==> src/rtl/ptsb_pkg.sv <==
// Package: shared constants, register indexes and result type for the tick scheduler
package ptsb_pkg;

  // Task count and field widths
  localparam int NTASKS    = 7;
  localparam int PERIOD_W  = 17;
  localparam int TICK_W    = 17;
  localparam int DELAY_W   = 16;
  localparam int FAIL_W    = 16;
  localparam int CFG_IDX_W = 3;
  localparam int CFG_W     = 17;

  // Timing constants
  localparam int BASE_INTERVAL_MS = 1000;
  localparam int WRAP_TICKS       = 86400;

  // Backoff product: (fail_count + 1) times the base interval
  localparam int MUL_W = FAIL_W + 1 + $clog2(BASE_INTERVAL_MS + 1);

  // Reset values
  localparam logic [PERIOD_W-1:0] PERIOD_RESET [NTASKS] =
    '{17'd30, 17'd60, 17'd3600, 17'd300, 17'd600, 17'd30, 17'd5};
  localparam logic [DELAY_W-1:0] BACKOFF_CAP_RESET = 16'd10000;
  localparam logic [NTASKS-1:0]  PENDING_RESET     = 7'h50;

  // Configuration register indexes
  localparam logic [CFG_IDX_W-1:0] REG_HEALTH_PERIOD         = 3'd0;
  localparam logic [CFG_IDX_W-1:0] REG_CLIENT_SYNC_PERIOD    = 3'd1;
  localparam logic [CFG_IDX_W-1:0] REG_FULL_PERIOD           = 3'd2;
  localparam logic [CFG_IDX_W-1:0] REG_STATUS_EVENT_PERIOD   = 3'd3;
  localparam logic [CFG_IDX_W-1:0] REG_PRUNE_PERIOD          = 3'd4;
  localparam logic [CFG_IDX_W-1:0] REG_CLIENT_CONTROL_PERIOD = 3'd5;
  localparam logic [CFG_IDX_W-1:0] REG_POWER_PERIOD          = 3'd6;
  localparam logic [CFG_IDX_W-1:0] REG_BACKOFF_CAP_MS        = 3'd7;

  // One result transaction
  typedef struct packed {
    logic                dispatch_valid;
    logic [NTASKS-1:0]   task_mask;
    logic [DELAY_W-1:0]  tick_delay_ms;
    logic [FAIL_W-1:0]   failure_count;
  } ptsb_result_t;

endpackage

==> src/rtl/ptsb_if.sv <==
// Interfaces: tick input channel and dispatch result channel

interface ptsb_in_if;
  logic valid;
  logic ready;
  logic dispatch_ok;

  modport source (output valid, output dispatch_ok, input ready);
  modport sink   (input valid, input dispatch_ok, output ready);
endinterface

interface ptsb_out_if;
  logic                                  valid;
  logic                                  ready;
  logic                                  dispatch_valid;
  logic [ptsb_pkg::NTASKS-1:0]           task_mask;
  logic [ptsb_pkg::DELAY_W-1:0]          tick_delay_ms;
  logic [ptsb_pkg::FAIL_W-1:0]           failure_count;

  modport source (output valid, output dispatch_valid, output task_mask,
                  output tick_delay_ms, output failure_count, input ready);
  modport sink   (input valid, input dispatch_valid, input task_mask,
                  input tick_delay_ms, input failure_count, output ready);
endinterface

==> src/rtl/ptsb_core.sv <==
// Scheduler core: config registers, tick/phase counters, pending mask and backoff
module ptsb_core (
  input  logic                                 clk,
  input  logic                                 rst_n,
  input  logic                                 cfg_we,
  input  logic [ptsb_pkg::CFG_IDX_W-1:0]       cfg_idx,
  input  logic [ptsb_pkg::CFG_W-1:0]           cfg_wdata,
  ptsb_in_if.sink                              in_ch,
  input  logic                                 res_ready,
  output logic                                 res_valid,
  output ptsb_pkg::ptsb_result_t               res
);

  logic [ptsb_pkg::PERIOD_W-1:0] period_r [ptsb_pkg::NTASKS];
  logic [ptsb_pkg::DELAY_W-1:0]  cap_r;
  logic [ptsb_pkg::TICK_W-1:0]   tick_r;
  logic [ptsb_pkg::TICK_W-1:0]   tick_nxt;
  logic [ptsb_pkg::PERIOD_W-1:0] phase_r   [ptsb_pkg::NTASKS];
  logic [ptsb_pkg::PERIOD_W-1:0] phase_nxt [ptsb_pkg::NTASKS];
  logic [ptsb_pkg::NTASKS-1:0]   pending_r;
  logic [ptsb_pkg::NTASKS-1:0]   pending_nxt;
  logic [ptsb_pkg::FAIL_W-1:0]   fail_r;
  logic [ptsb_pkg::FAIL_W-1:0]   fail_nxt;

  logic                          accept;
  logic [ptsb_pkg::NTASKS-1:0]   fire;
  logic [ptsb_pkg::NTASKS-1:0]   pend_now;
  logic                          dispatch;
  logic                          failed;
  logic                          wrap;
  logic [ptsb_pkg::FAIL_W:0]     fail_plus1;
  logic [ptsb_pkg::MUL_W-1:0]    backoff_prod;
  logic [ptsb_pkg::DELAY_W-1:0]  delay;

  assign in_ch.ready = res_ready;
  assign accept      = in_ch.valid && res_ready;
  assign res_valid   = accept;

  // Tick count and phase counters
  always_comb begin
    logic [ptsb_pkg::PERIOD_W-1:0] inc;
    tick_nxt = tick_r + ptsb_pkg::TICK_W'(1);
    wrap     = tick_nxt >= ptsb_pkg::TICK_W'(ptsb_pkg::WRAP_TICKS);
    for (int i = 0; i < ptsb_pkg::NTASKS; i++) begin
      inc          = phase_r[i] + ptsb_pkg::PERIOD_W'(1);
      fire[i]      = inc >= period_r[i];
      phase_nxt[i] = (fire[i] || wrap) ? '0 : inc;
    end
    if (wrap) begin
      tick_nxt = '0;
    end
  end

  // Pending mask and failure count
  always_comb begin
    pend_now    = pending_r | fire;
    dispatch    = pend_now != '0;
    failed      = dispatch && !in_ch.dispatch_ok;
    pending_nxt = (dispatch && in_ch.dispatch_ok) ? '0 : pend_now;
    if (!failed) begin
      fail_nxt = '0;
    end else if (fail_r != '1) begin
      fail_nxt = fail_r + ptsb_pkg::FAIL_W'(1);
    end else begin
      fail_nxt = fail_r;
    end
  end

  // Linear backoff, capped
  assign fail_plus1   = {1'b0, fail_nxt} + (ptsb_pkg::FAIL_W+1)'(1);
  assign backoff_prod = ptsb_pkg::MUL_W'(ptsb_pkg::BASE_INTERVAL_MS) *
                        ptsb_pkg::MUL_W'(fail_plus1);

  always_comb begin
    if (!failed) begin
      delay = ptsb_pkg::DELAY_W'(ptsb_pkg::BASE_INTERVAL_MS);
    end else if (backoff_prod > ptsb_pkg::MUL_W'(cap_r)) begin
      delay = cap_r;
    end else begin
      delay = backoff_prod[ptsb_pkg::DELAY_W-1:0];
    end
  end

  always_comb begin
    res.dispatch_valid = dispatch;
    res.task_mask      = dispatch ? pend_now : '0;
    res.tick_delay_ms  = delay;
    res.failure_count  = fail_nxt;
  end

  // Configuration registers
  always_ff @(posedge clk) begin
    if (!rst_n) begin
      for (int i = 0; i < ptsb_pkg::NTASKS; i++) begin
        period_r[i] <= ptsb_pkg::PERIOD_RESET[i];
      end
      cap_r <= ptsb_pkg::BACKOFF_CAP_RESET;
    end else if (cfg_we) begin
      case (cfg_idx)
        ptsb_pkg::REG_BACKOFF_CAP_MS: begin
          cap_r <= cfg_wdata[ptsb_pkg::DELAY_W-1:0];
        end
        default: begin
          period_r[cfg_idx] <= cfg_wdata[ptsb_pkg::PERIOD_W-1:0];
        end
      endcase
    end
  end

  // Scheduler state, advanced once per accepted tick
  always_ff @(posedge clk) begin
    if (!rst_n) begin
      tick_r    <= '0;
      pending_r <= ptsb_pkg::PENDING_RESET;
      fail_r    <= '0;
      for (int i = 0; i < ptsb_pkg::NTASKS; i++) begin
        phase_r[i] <= '0;
      end
    end else if (accept) begin
      tick_r    <= tick_nxt;
      pending_r <= pending_nxt;
      fail_r    <= fail_nxt;
      for (int i = 0; i < ptsb_pkg::NTASKS; i++) begin
        phase_r[i] <= phase_nxt[i];
      end
    end
  end

endmodule

==> src/rtl/ptsb_outbuf.sv <==
// Result register with skid stage driving the result channel
module ptsb_outbuf (
  input  logic                   clk,
  input  logic                   rst_n,
  input  logic                   res_valid,
  input  ptsb_pkg::ptsb_result_t res,
  output logic                   res_ready,
  ptsb_out_if.source             out_ch
);

  logic                   main_valid_r;
  ptsb_pkg::ptsb_result_t main_r;
  logic                   skid_valid_r;
  ptsb_pkg::ptsb_result_t skid_r;
  logic                   advance;

  assign res_ready = !skid_valid_r;
  assign advance   = !main_valid_r || out_ch.ready;

  // Valid flags
  always_ff @(posedge clk) begin
    if (!rst_n) begin
      main_valid_r <= 1'b0;
      skid_valid_r <= 1'b0;
    end else if (advance) begin
      main_valid_r <= skid_valid_r || res_valid;
      skid_valid_r <= 1'b0;
    end else if (res_valid) begin
      skid_valid_r <= 1'b1;
    end
  end

  // Payload
  always_ff @(posedge clk) begin
    if (advance) begin
      main_r <= skid_valid_r ? skid_r : res;
    end else if (res_valid) begin
      skid_r <= res;
    end
  end

  assign out_ch.valid          = main_valid_r;
  assign out_ch.dispatch_valid = main_r.dispatch_valid;
  assign out_ch.task_mask      = main_r.task_mask;
  assign out_ch.tick_delay_ms  = main_r.tick_delay_ms;
  assign out_ch.failure_count  = main_r.failure_count;

endmodule

==> src/rtl/periodic_task_scheduler_backoff_unit.sv <==
// Top level: periodic task scheduler with capped linear retry backoff
// An accepted result goes to the main register, or to the skid stage while out_ch stalls.
// One tick per cycle while the skid stage is empty; scheduler state updates on accept.
// Input ready depends only on the registered skid stage, so one stalled result is absorbed.
// Reset (rst_n low, synchronous): counters and failure count clear, prune and power
// pending, periods and backoff cap return to their defaults, output channel empties.
module periodic_task_scheduler_backoff_unit (
  input  logic                           clk,
  input  logic                           rst_n,
  input  logic                           cfg_we,
  input  logic [ptsb_pkg::CFG_IDX_W-1:0] cfg_idx,
  input  logic [ptsb_pkg::CFG_W-1:0]     cfg_wdata,
  ptsb_in_if.sink                        in_ch,
  ptsb_out_if.source                     out_ch
);

  logic                   res_valid;
  logic                   res_ready;
  ptsb_pkg::ptsb_result_t res;

  ptsb_core u_core (
    .clk       (clk),
    .rst_n     (rst_n),
    .cfg_we    (cfg_we),
    .cfg_idx   (cfg_idx),
    .cfg_wdata (cfg_wdata),
    .in_ch     (in_ch),
    .res_ready (res_ready),
    .res_valid (res_valid),
    .res       (res)
  );

  ptsb_outbuf u_outbuf (
    .clk       (clk),
    .rst_n     (rst_n),
    .res_valid (res_valid),
    .res       (res),
    .res_ready (res_ready),
    .out_ch    (out_ch)
  );

  // A dispatch always carries a nonzero mask, and no dispatch carries none
  a_mask_matches_valid: assert property (@(posedge clk) disable iff (!rst_n)
    out_ch.valid |-> (out_ch.dispatch_valid == (out_ch.task_mask != '0)))
    else $error("task_mask disagrees with dispatch_valid");

  // Failures only accumulate on a real dispatch
  a_fail_needs_dispatch: assert property (@(posedge clk) disable iff (!rst_n)
    (out_ch.valid && out_ch.failure_count != '0) |-> out_ch.dispatch_valid)
    else $error("failure count raised without a dispatch");

  // Zero failures means the base delay
  a_base_delay: assert property (@(posedge clk) disable iff (!rst_n)
    (out_ch.valid && out_ch.failure_count == '0) |->
      (out_ch.tick_delay_ms == ptsb_pkg::DELAY_W'(ptsb_pkg::BASE_INTERVAL_MS)))
    else $error("delay differs from base interval with no failures");

endmodule
==> src/flat_wrapper.sv <==
// flat-port wrapper written by rule: the top's interface ports become plain ports
module periodic_task_scheduler_backoff_unit_flat 
  (clk, rst_n, cfg_we, cfg_idx, cfg_wdata, in_ch_valid, in_ch_dispatch_ok, in_ch_ready, out_ch_valid, out_ch_dispatch_valid, out_ch_task_mask, out_ch_tick_delay_ms, out_ch_failure_count, out_ch_ready);
  ptsb_in_if in_ch_i ();
  ptsb_out_if out_ch_i ();
  input  logic clk;
  input  logic rst_n;
  input  logic cfg_we;
  input  logic [ptsb_pkg::CFG_IDX_W-1:0] cfg_idx;
  input  logic [ptsb_pkg::CFG_W-1:0] cfg_wdata;
  input wire logic [$bits(in_ch_i.valid)-1:0] in_ch_valid;
  input wire logic [$bits(in_ch_i.dispatch_ok)-1:0] in_ch_dispatch_ok;
  output wire logic [$bits(in_ch_i.ready)-1:0] in_ch_ready;
  output wire logic [$bits(out_ch_i.valid)-1:0] out_ch_valid;
  output wire logic [$bits(out_ch_i.dispatch_valid)-1:0] out_ch_dispatch_valid;
  output wire logic [$bits(out_ch_i.task_mask)-1:0] out_ch_task_mask;
  output wire logic [$bits(out_ch_i.tick_delay_ms)-1:0] out_ch_tick_delay_ms;
  output wire logic [$bits(out_ch_i.failure_count)-1:0] out_ch_failure_count;
  input wire logic [$bits(out_ch_i.ready)-1:0] out_ch_ready;
  assign in_ch_i.valid = in_ch_valid;
  assign in_ch_i.dispatch_ok = in_ch_dispatch_ok;
  assign in_ch_ready = in_ch_i.ready;
  assign out_ch_valid = out_ch_i.valid;
  assign out_ch_dispatch_valid = out_ch_i.dispatch_valid;
  assign out_ch_task_mask = out_ch_i.task_mask;
  assign out_ch_tick_delay_ms = out_ch_i.tick_delay_ms;
  assign out_ch_failure_count = out_ch_i.failure_count;
  assign out_ch_i.ready = out_ch_ready;
  periodic_task_scheduler_backoff_unit u_core (.clk(clk), .rst_n(rst_n), .cfg_we(cfg_we), .cfg_idx(cfg_idx), .cfg_wdata(cfg_wdata), .in_ch(in_ch_i), .out_ch(out_ch_i));
endmodule
==> config.mk <==
export PLATFORM = sky130hd
export DESIGN_NAME = periodic_task_scheduler_backoff_unit_flat
export DESIGN_NICKNAME = d
export VERILOG_FILES = /design/src/rtl/ptsb_pkg.sv /design/src/rtl/ptsb_if.sv /design/src/rtl/ptsb_core.sv /design/src/rtl/ptsb_outbuf.sv /design/src/rtl/periodic_task_scheduler_backoff_unit.sv /design/src/flat_wrapper.sv
export SDC_FILE = /design/constraint.sdc
export NUM_CORES = 1
export LEC_CHECK = 0
export BUFFER_PORTS_ARGS = -buffer_cell sky130_fd_sc_hd__buf_2
export CAP_MARGIN = 10
export CORE_AREA = 2 2 234 236
export CTS_CLUSTER_SIZE = 30
export DETAILED_ROUTE_END_ITERATION = 16
export DIE_AREA = 0 0 236 238
export SETUP_SLACK_MARGIN = 0.3
export SLEW_MARGIN = 10
export SYNTH_ARGS = -nofsm -noshare
export SYNTH_HDL_FRONTEND = slang
export SYNTH_SLANG_ARGS = --single-unit
export TNS_END_PERCENT = 5
==> constraint.sdc <==
create_clock -name clk -period 9.2 [get_ports clk]
set_input_delay 0.92 -clock clk [delete_from_list [all_inputs] [get_ports clk]]
set_output_delay 0.92 -clock clk [all_outputs]
set_load 0.05 [all_outputs]
==> key figures, run 1 <==
Outcome
  • Status: finished with violations
  • Failing checks: setup timing

Worst hold path
  • Hold Path Class: flip-flop to flip-flop

Floorplanning
  • I/O Pins: 68
  • Die Wd: 236 um
  • # rows: 85
  • Die area: 0.0562 mm^2
  • Die H: 238 um
  • Core footprint: 0.0535 mm^2
  • Starting Density: 0.446

Worst setup path
  • CP max stage delay: 0.50 ns
  • Critical Path AT: 9.67 ns
  • Req. time, crit path: 9.49 ns
  • Element type at the critical path end: flip-flop
  • CP dominant cell by count: fa_1
  • Critical R2R Launch: u_core.u_core.phase_r[3][0]$_SDFFCE_PP0P_
  • CP max stage cell: fa_1
  • R2R cell count: 44
  • Max FO, Critical Path: 18
  • R2R setup slack: -0.18 ns
  • Crit path launch: u_core.u_core.phase_r[3][0]$_SDFFCE_PP0P_
  • Startpoint class of the critical path: flip-flop
  • RR Endpoint: u_core.u_outbuf.out_ch.tick_delay_ms[4]$_DFFE_PP_
  • End of the critical path: u_core.u_outbuf.out_ch.tick_delay_ms[4]$_DFFE_PP_
  • Setup CP Type: flip-flop to flip-flop

Global route
  • Number of global-route vias before repair: 18469
  • Largest net degree at the start of global routing: 73
  • Total Routing Usage GR: 0.219
  • Initial antenna violation count: 3
  • First-pass GRT wire length: 98.2 mm
  • Grt total ovfl: 0

Timing
  • Final setup viols: 27
  • Final Hold Vio Count: 0
  • Fmax: 0.107 GHz
  • Period minus WS final: 9.38 ns
  • Hold_ws: 0.459 ns
  • Relative slew slack: 0.319
  • Fin. max-slew vios: 0
  • Period Utilization, post-route: 1.02
  • Worst setup margin: -0.184 ns
  • Setup TNS: -3.27 ns
  • RSZ-0062 raised after global routing: yes
  • Max Clock Skew: 0.0275 ns
  • Worst slew pin tran: 1.02 ns

Finish
  • Layout area overhead: 23.1%
  • Util after Layout: 0.550
  • Layout cells sized above 1: 0.226
  • Finished Cell Area: 0.0294 mm^2
  • Final #Nets: 2950
  • Filler Cells Inserted: 4627

Synthesis
  • Sequential fraction of the synthesis area: 0.441
  • Mapped Avg Cell Area: 10.1 um^2
  • Count of cell types in the netlist: 91
  • Synth Cell Area: 0.0239 mm^2
  • FF+latch count, synth: 376
  • Post-synth EDFFs: 301
  • Ys flop type: edfxtp_1
  • Async SR Flop Fraction: 0
  • Mapped Cells: 2364
  • Cell accounting for the most synthesized area: edfxtp_1
  • Yosys warning count: 0
  • Largest cells by area after synthesis: edfxtp_1 38%, ha_1 10%, dfxtp_1 6.3%, inv_1 4.1%, fa_1 3.9%
  • Syn Nets: 2630
  • Synth top area share: 0.379

Drt
  • Pre-Repair DR Iteration Count: 5
  • DR WL/cell: 18.0 um
  • DRT Wirelength: 61.4 mm
  • DR iter-0 viols: 1216
  • Drt via density: 5.34
  • Via count: 18256
  • Post-DRT Antenna Nets: 0
  • DRC viols: 0

Clock network
  • H-tree Lvls: 2
  • Worst-path clk slew: 0.06 ns
  • Clock latency on the worst-skew pair: 0.59 ns
  • CTS Buf Count: 44
  • Number of hold buffers added after CTS: 0
  • Max Buffers Root-to-Sink: 3
  • Clk root buf: clkbuf_16
  • TritonCTS clock tree: yes
  • Clock Sinks: 376

Placement
  • DP Area: 0.0267 mm^2
  • HPWL Detailed: 44.5 mm
  • Gp weighted congestion: 0.905
  • I/O Buffers: 67

Run
  • Max-cap violations: 0

Pwr
  • Static Leak: 0.0126 uW
  • VDD IR-drop max: 0.125 mV
  • Pwr dens: 158 mW/mm^2
## layout by cell type (no fill, tap or decap), types with 9 or more instances in the layout
master     synthesis  routed
nand3_1           93      88
nor2b_1          103     103
o21ai_1            6      10
a21o_1            22      22
nor3_1            22      18
o31ai_1           17      16
bufinv_16          0      10
dfxtp_1           75      74
nand2b_1          20      18
mux2_2            14      14
o21ai_0           70      64
nand2_1          234     229
a21oi_1          110     101
buf_2             15      67
inv_1            258     251
xor2_1            62      56
xnor2_2            6      14
nor2_1           163     148
buf_4              4     274
ha_4               0      11
xnor2_1           99      88
and4_1            19      17
o211ai_1          14      14
and2_1            42      40
buf_6              8      12
or3_1             16      15
clkbuf_16          0      45
fa_1              46      45
a31oi_1           16      15
ha_1             194     181
and3_1            40      35
nor2_2             3      13
nand4_1           40      40
edfxtp_1         301     301
a21oi_2            1       9
a211oi_1          17      15
## flip-flops by register name, summed over array words and instances (netlist names), 7 cells and up
register and cells:
u_core.u_outbuf.out_ch.failure_count 16, u_core.u_core.pending_r 7, u_core.u_core.tick_r 17, u_core.u_core.period_r 119
u_core.u_outbuf.out_ch.tick_delay_ms 16, u_core.u_core.fail_r 16, u_core.u_outbuf.out_ch.task_mask 7, u_core.u_core.cap_r 16
u_core.u_core.phase_r 119, u_core.u_outbuf.skid_r 40
## where the power goes
group | switching [uW] | internal, uW | leakage [uW]
clock | 752 | 1230 | 0.000800
combinational | 387 | 262 | 0.00811
sequential | 56.3 | 1940 | 0.00368
total | 1200 | 3440 | 0.0126
## critical path: cells and delay by family (launching register included)
| family | cells | cell delay (ns) |
|---|---|---|
| flip-flops | 1 | 0.37 |
| buffers and inverters | 10 | 1.09 |
| AO/OA/AOI/OAI | 11 | 1.90 |
| XOR/XNOR | 3 | 0.54 |
| multiplexers | 1 | 0.22 |
| AND/OR/NAND/NOR | 11 | 1.96 |
| adder cells (fa/ha/maj) | 8 | 2.99 |
## Yosys cell counts (all sizes together), types with 15 or more instances
master / n
a211oi: 19
a21o: 22
a21oi: 112
a31oi: 16
and2: 42
and3: 42
and4: 19
buf: 29
clkbuf: 53
dfxtp: 75
edfxtp: 301
fa: 46
ha: 194
inv: 259
mux2i: 17
nand2: 237
nand2b: 20
nand3: 93
nand4: 40
nor2: 166
nor2b: 111
nor3: 24
o211ai: 15
o21ai: 77
o31ai: 17
or3: 16
xnor2: 106
xor2: 63
## worst min path at each step
| stage | from | to | slack [ns] | depth (start not counted) |
|---|---|---|---|---|
| 3_5_place_dp | u_core.u_core.period_r[6][13]$_SDFFE_PN0P_ | u_core.u_core.period_r[6][13]$_SDFFE_PN0P_ | 0.45 | 2 |
| 3_3_place_gp | u_core.u_core.period_r[6][4]$_SDFFE_PN0P_ | u_core.u_core.period_r[6][4]$_SDFFE_PN0P_ | 0.45 | 2 |
| 5_1_grt | u_core.u_core.period_r[6][10]$_SDFFE_PN0P_ | u_core.u_core.period_r[6][10]$_SDFFE_PN0P_ | 0.48 | 2 |
| 6_report | u_core.u_core.period_r[6][13]$_SDFFE_PN0P_ | u_core.u_core.period_r[6][13]$_SDFFE_PN0P_ | 0.46 | 2 |
| 2_1_floorplan | u_core.u_core.pending_r[3]$_SDFFE_PN0P_ | u_core.u_core.pending_r[3]$_SDFFE_PN0P_ | 0.43 | 2 |
| 4_1_cts | u_core.u_core.period_r[6][13]$_SDFFE_PN0P_ | u_core.u_core.period_r[6][13]$_SDFFE_PN0P_ | 0.46 | 2 |
## routing by layer
metal	vias up	routed length, um	part of all wire	GRT usage
li1	8887	-	-	-
met1	8856	27400	0.45	0.285
met2	405	29700	0.48	0.381
met3	108	2530	0.041	0.0246
met4	0	1780	0.029	0.0714
met5	-	0	0	0
## cell families after synthesis
kind of cell	after synthesis	synth area share
adder cells (fa/ha/maj)	244	0.142
multiplexers	31	0.0137
AND/OR/NAND/NOR	847	0.180
buffers and inverters	341	0.0575
AO/OA/AOI/OAI	353	0.0979
flip-flops	376	0.441
XOR/XNOR	172	0.0679
## cell type report
cell class,count,area (um^2),share of cell area
clock inverter,25,424,0.0144
sequential,376,10500,0.359
clock buffer,57,1230,0.0419
tap,696,871,0.0296
inverter,259,975,0.0332
timing repair buffer,356,2600,0.0884
antenna,2,5.00,0.000170
multi-input combinational,1647,12800,0.434
## through the flow
step	total power, uW	instances	setup WS [ns]
2_1_floorplan	2410	2364	0.174
3_3_place_gp	2620	3276	-0.333
3_5_place_dp	2630	3276	-0.698
4_1_cts	4660	3406	0.00181
5_1_grt	4810	3417	-0.794
6_report	4630	3418	-0.184
## repair_timing
action | CTS | global route
endpoints found under the hold margin | 0 | 0
gates cloned | 1 | 0
setup endpoints to repair | 32 | 32
setup buffers | 47 | 10
pin swaps | 87 | 26
resized for setup | 92 | 36
Power figures use the tool's default switching activity.
==> run 2: changes to the inputs <==
--- a/config.mk
+++ b/config.mk
@@ -5,7 +5,7 @@
 export SDC_FILE = /design/constraint.sdc
 export NUM_CORES = 1
 export LEC_CHECK = 0
-export BUFFER_PORTS_ARGS = -buffer_cell sky130_fd_sc_hd__buf_2
+export BUFFER_PORTS_ARGS = -buffer_cell sky130_fd_sc_hd__buf_4
 export CAP_MARGIN = 10
 export CORE_AREA = 2 2 234 236
 export CTS_CLUSTER_SIZE = 30
==> key figures, run 2 (synthesis gave the netlist of run 1 again) <==
Outcome
  • Status: finished with violations
  • Failing checks: setup timing

Clock network
  • H-tree Lvls: 2 (unchanged)
  • TritonCTS clock tree: yes
  • Clock Sinks: 376 (unchanged)
  • CTS Buf Count: 45 (+2.3%)
  • Worst-path clk slew: 0.06 ns (about the same)
  • Clock latency on the worst-skew pair: 0.59 ns (about the same)
  • Clk root buf: clkbuf_16
  • Max Buffers Root-to-Sink: 3 (unchanged)

Drt
  • Post-DRT Antenna Nets: 0 (unchanged)
  • DR iter-0 viols: 1040 (-14%)
  • DR WL/cell: 17.9 um (-0.33%)
  • Drt via density: 5.34 (about the same)
  • Via count: 18140 (-0.64%)
  • DRT Wirelength: 60.9 mm (-0.89%)
  • DRC viols: 0 (unchanged)
  • Pre-Repair DR Iteration Count: 5 (unchanged)

Finish
  • Finished Cell Area: 0.0292 mm^2 (-0.67%)
  • Layout area overhead: 22.3%
  • Diodes inserted: 0 (-2)
  • Final #Nets: 2933 (-0.58%)
  • Final Non-Filler Cells: 3399 (-0.56%)
  • Layout cells sized above 1: 0.213 (-0.0134)
  • Largest regs: u_core.u_core.period_r (119), u_core.u_core.phase_r (119), u_core.u_outbuf.skid_r (40)
  • Commonest cells after routing, fill and taps aside: 331 x buf_4, 301 x edfxtp_1, 253 x inv_1, 229 x nand2_1, 186 x ha_1
  • Most common cell after layout, fill and taps aside: buf_4

Global route
  • First-pass GRT wire length: 98.3 mm (+0.10%)
  • Total Routing Usage GR: 0.219 (about the same)
  • Largest net degree at the start of global routing: 73 (unchanged)
  • Number of global-route vias before repair: 18479 (+0.054%)
  • Grt total ovfl: 0 (unchanged)
  • Initial antenna violation count: 2 (-1)

Timing
  • Final setup viols: 27 (unchanged)
  • RSZ-0062 raised after global routing: yes
  • Fin. max-slew vios: 0 (unchanged)
  • Final Hold Vio Count: 0 (unchanged)
  • Relative slew slack: 0.321 (+0.00229)
  • Setup TNS: -3.03 ns (+0.243 ns)
  • Worst setup margin: -0.171 ns (+0.0125 ns)
  • Period minus WS final: 9.37 ns (-0.0125 ns)
  • Fmax: 0.107 GHz (+0.13%)
  • Worst slew pin tran: 1.02 ns (-0.00344 ns)
  • Max Clock Skew: 0.0323 ns (+0.00485 ns)
  • Period Utilization, post-route: 1.02 (-0.00136)

Worst setup path
  • Bufs and invs on worst path: 10 (unchanged)
  • Setup CP Type: flip-flop to flip-flop
  • End of the critical path: u_core.u_outbuf.out_ch.tick_delay_ms[10]$_DFFE_PP_
  • Req. time, crit path: 9.48 ns (about the same)
  • Startpoint class of the critical path: flip-flop
  • Critical R2R Launch: u_core.u_core.phase_r[3][2]$_SDFFCE_PP0P_
  • R2R setup slack: -0.17 ns (about the same)
  • CP max stage delay: 0.51 ns (about the same)
  • Crit path launch: u_core.u_core.phase_r[3][2]$_SDFFCE_PP0P_
  • R2R cell count: 44 (unchanged)
  • Critical Path AT: 9.65 ns (-0.02 ns)
  • CP dominant cell by count: fa_1
  • WP depth: 44 (unchanged)
  • RR Endpoint: u_core.u_outbuf.out_ch.tick_delay_ms[10]$_DFFE_PP_
  • CP max stage cell: fa_1
  • Element type at the critical path end: flip-flop
  • CP delay by family, top: adder cells
  • Max FO, Critical Path: 7 (-11)

Worst hold path
  • Hold path start: u_core.u_core.period_r[6][4]$_SDFFE_PN0P_
  • Hold Path Class: flip-flop to flip-flop

Floorplanning
  • Die H: 238 um (unchanged)
  • Die Wd: 236 um (unchanged)
  • Die area: 0.0562 mm^2 (unchanged)
  • Starting Density: 0.446 (unchanged)
  • # rows: 85 (unchanged)
  • I/O Pins: 68 (unchanged)
  • Core footprint: 0.0535 mm^2 (unchanged)

Pwr
  • VDD IR-drop max: 0.125 mV (-0.51%)
  • Static Leak: 0.0125 uW (-0.92%)
  • Pwr dens: 155 mW/mm^2 (-1.9%)

Placement
  • Gp weighted congestion: 0.872 (-3.7%)
  • HPWL Detailed: 44.2 mm (-0.69%)
  • I/O Buffers: 67 (unchanged)
  • DP Worst Slack: -0.622 ns (+0.0769 ns)
  • DP Area: 0.0268 mm^2 (+0.37%)
  • DP Cell Count: 3265 (-0.34%)

Run
  • Max-cap violations: 0 (unchanged)
-- run 2: cell count changes in the layout (fill, tap and decap cells not counted), sizes merged --
cell      change
bufbuf        -1
clkinvlp      -1
buf          -17
diode         -2
clkbuf        +4
inv           +1
clkinv        +3
bufinv        -6
-- run 2: cell type report --
| type | instances | area [um^2] |
|---|---|---|
| flip-flops and latches | 376 | 10500 |
| repair buffers | 338 | 2580 |
| well taps | 696 | 871 |
| fillers | 4634 | 24300 |
| inverters | 259 | 972 |
| multi-input cells | 1647 | 12700 |
| clock inverters | 22 | 251 |
| clock buffers | 61 | 1300 |
-- run 2: where the power goes --
part	internal, uW	switching [uW]
logic	269	387
registers	1940	58.1
clock network	1110	748
total	3320	1190
-- run 2: worst min path at each step --
stage	to	slack (ns)	cells after the start
final	u_core.u_core.period_r[6][4]$_SDFFE_PN0P_	0.46	2
after detailed placement	u_core.u_core.period_r[6][11]$_SDFFE_PN0P_	0.45	2
after CTS	u_core.u_core.period_r[6][11]$_SDFFE_PN0P_	0.46	2
after global routing	u_core.u_core.period_r[6][16]$_SDFFE_PN0P_	0.48	2
after global placement	u_core.u_core.period_r[6][16]$_SDFFE_PN0P_	0.44	2
after floorplan	u_core.u_core.pending_r[3]$_SDFFE_PN0P_	0.43	2
-- run 2: worst reg2reg max path, delay by kind of cell, from the launching register on --
family                     cells  cell delay [ns]
adders and majority gates      8             2.92
muxes                          1             0.21
AOI/OAI and AO/OA             10             1.70
DFF                            1             0.37
xor gates and xnor gates       3             0.45
and+or+nand+nor               12             2.30
buffers and inverters         10             1.11
-- run 2: per-layer routing --
metal / up-vias / global-route usage / part of all wire / wire length, um
met4: 0 / 0.0708 / 0.026 / 1560
met1: 8819 / 0.287 / 0.45 / 27600
met3: 95 / 0.0292 / 0.042 / 2540
li1: 8840 / - / - / -
met2: 386 / 0.376 / 0.48 / 29200
met5: - / 0 / 0 / 0
-- run 2: what timing repair did --
item	CTS	global route
pin swaps	74	20
buffers inserted	42	9
setup endpoints to repair	32	32
hold buffers	0	0
cloned	0	0
resized for setup	72	30
-- run 2: per-stage QoR --
stage | power (uW) | hold WS, ns | util
finish | 4520 | 0.463 | 0.546
CTS | 4540 | 0.460 | 0.541
detailed placement | 2650 | 0.452 | 0.500
floorplan | 2410 | 0.428 | -
global route | 4690 | 0.482 | 0.546
global placement | 2630 | 0.443 | 0.500
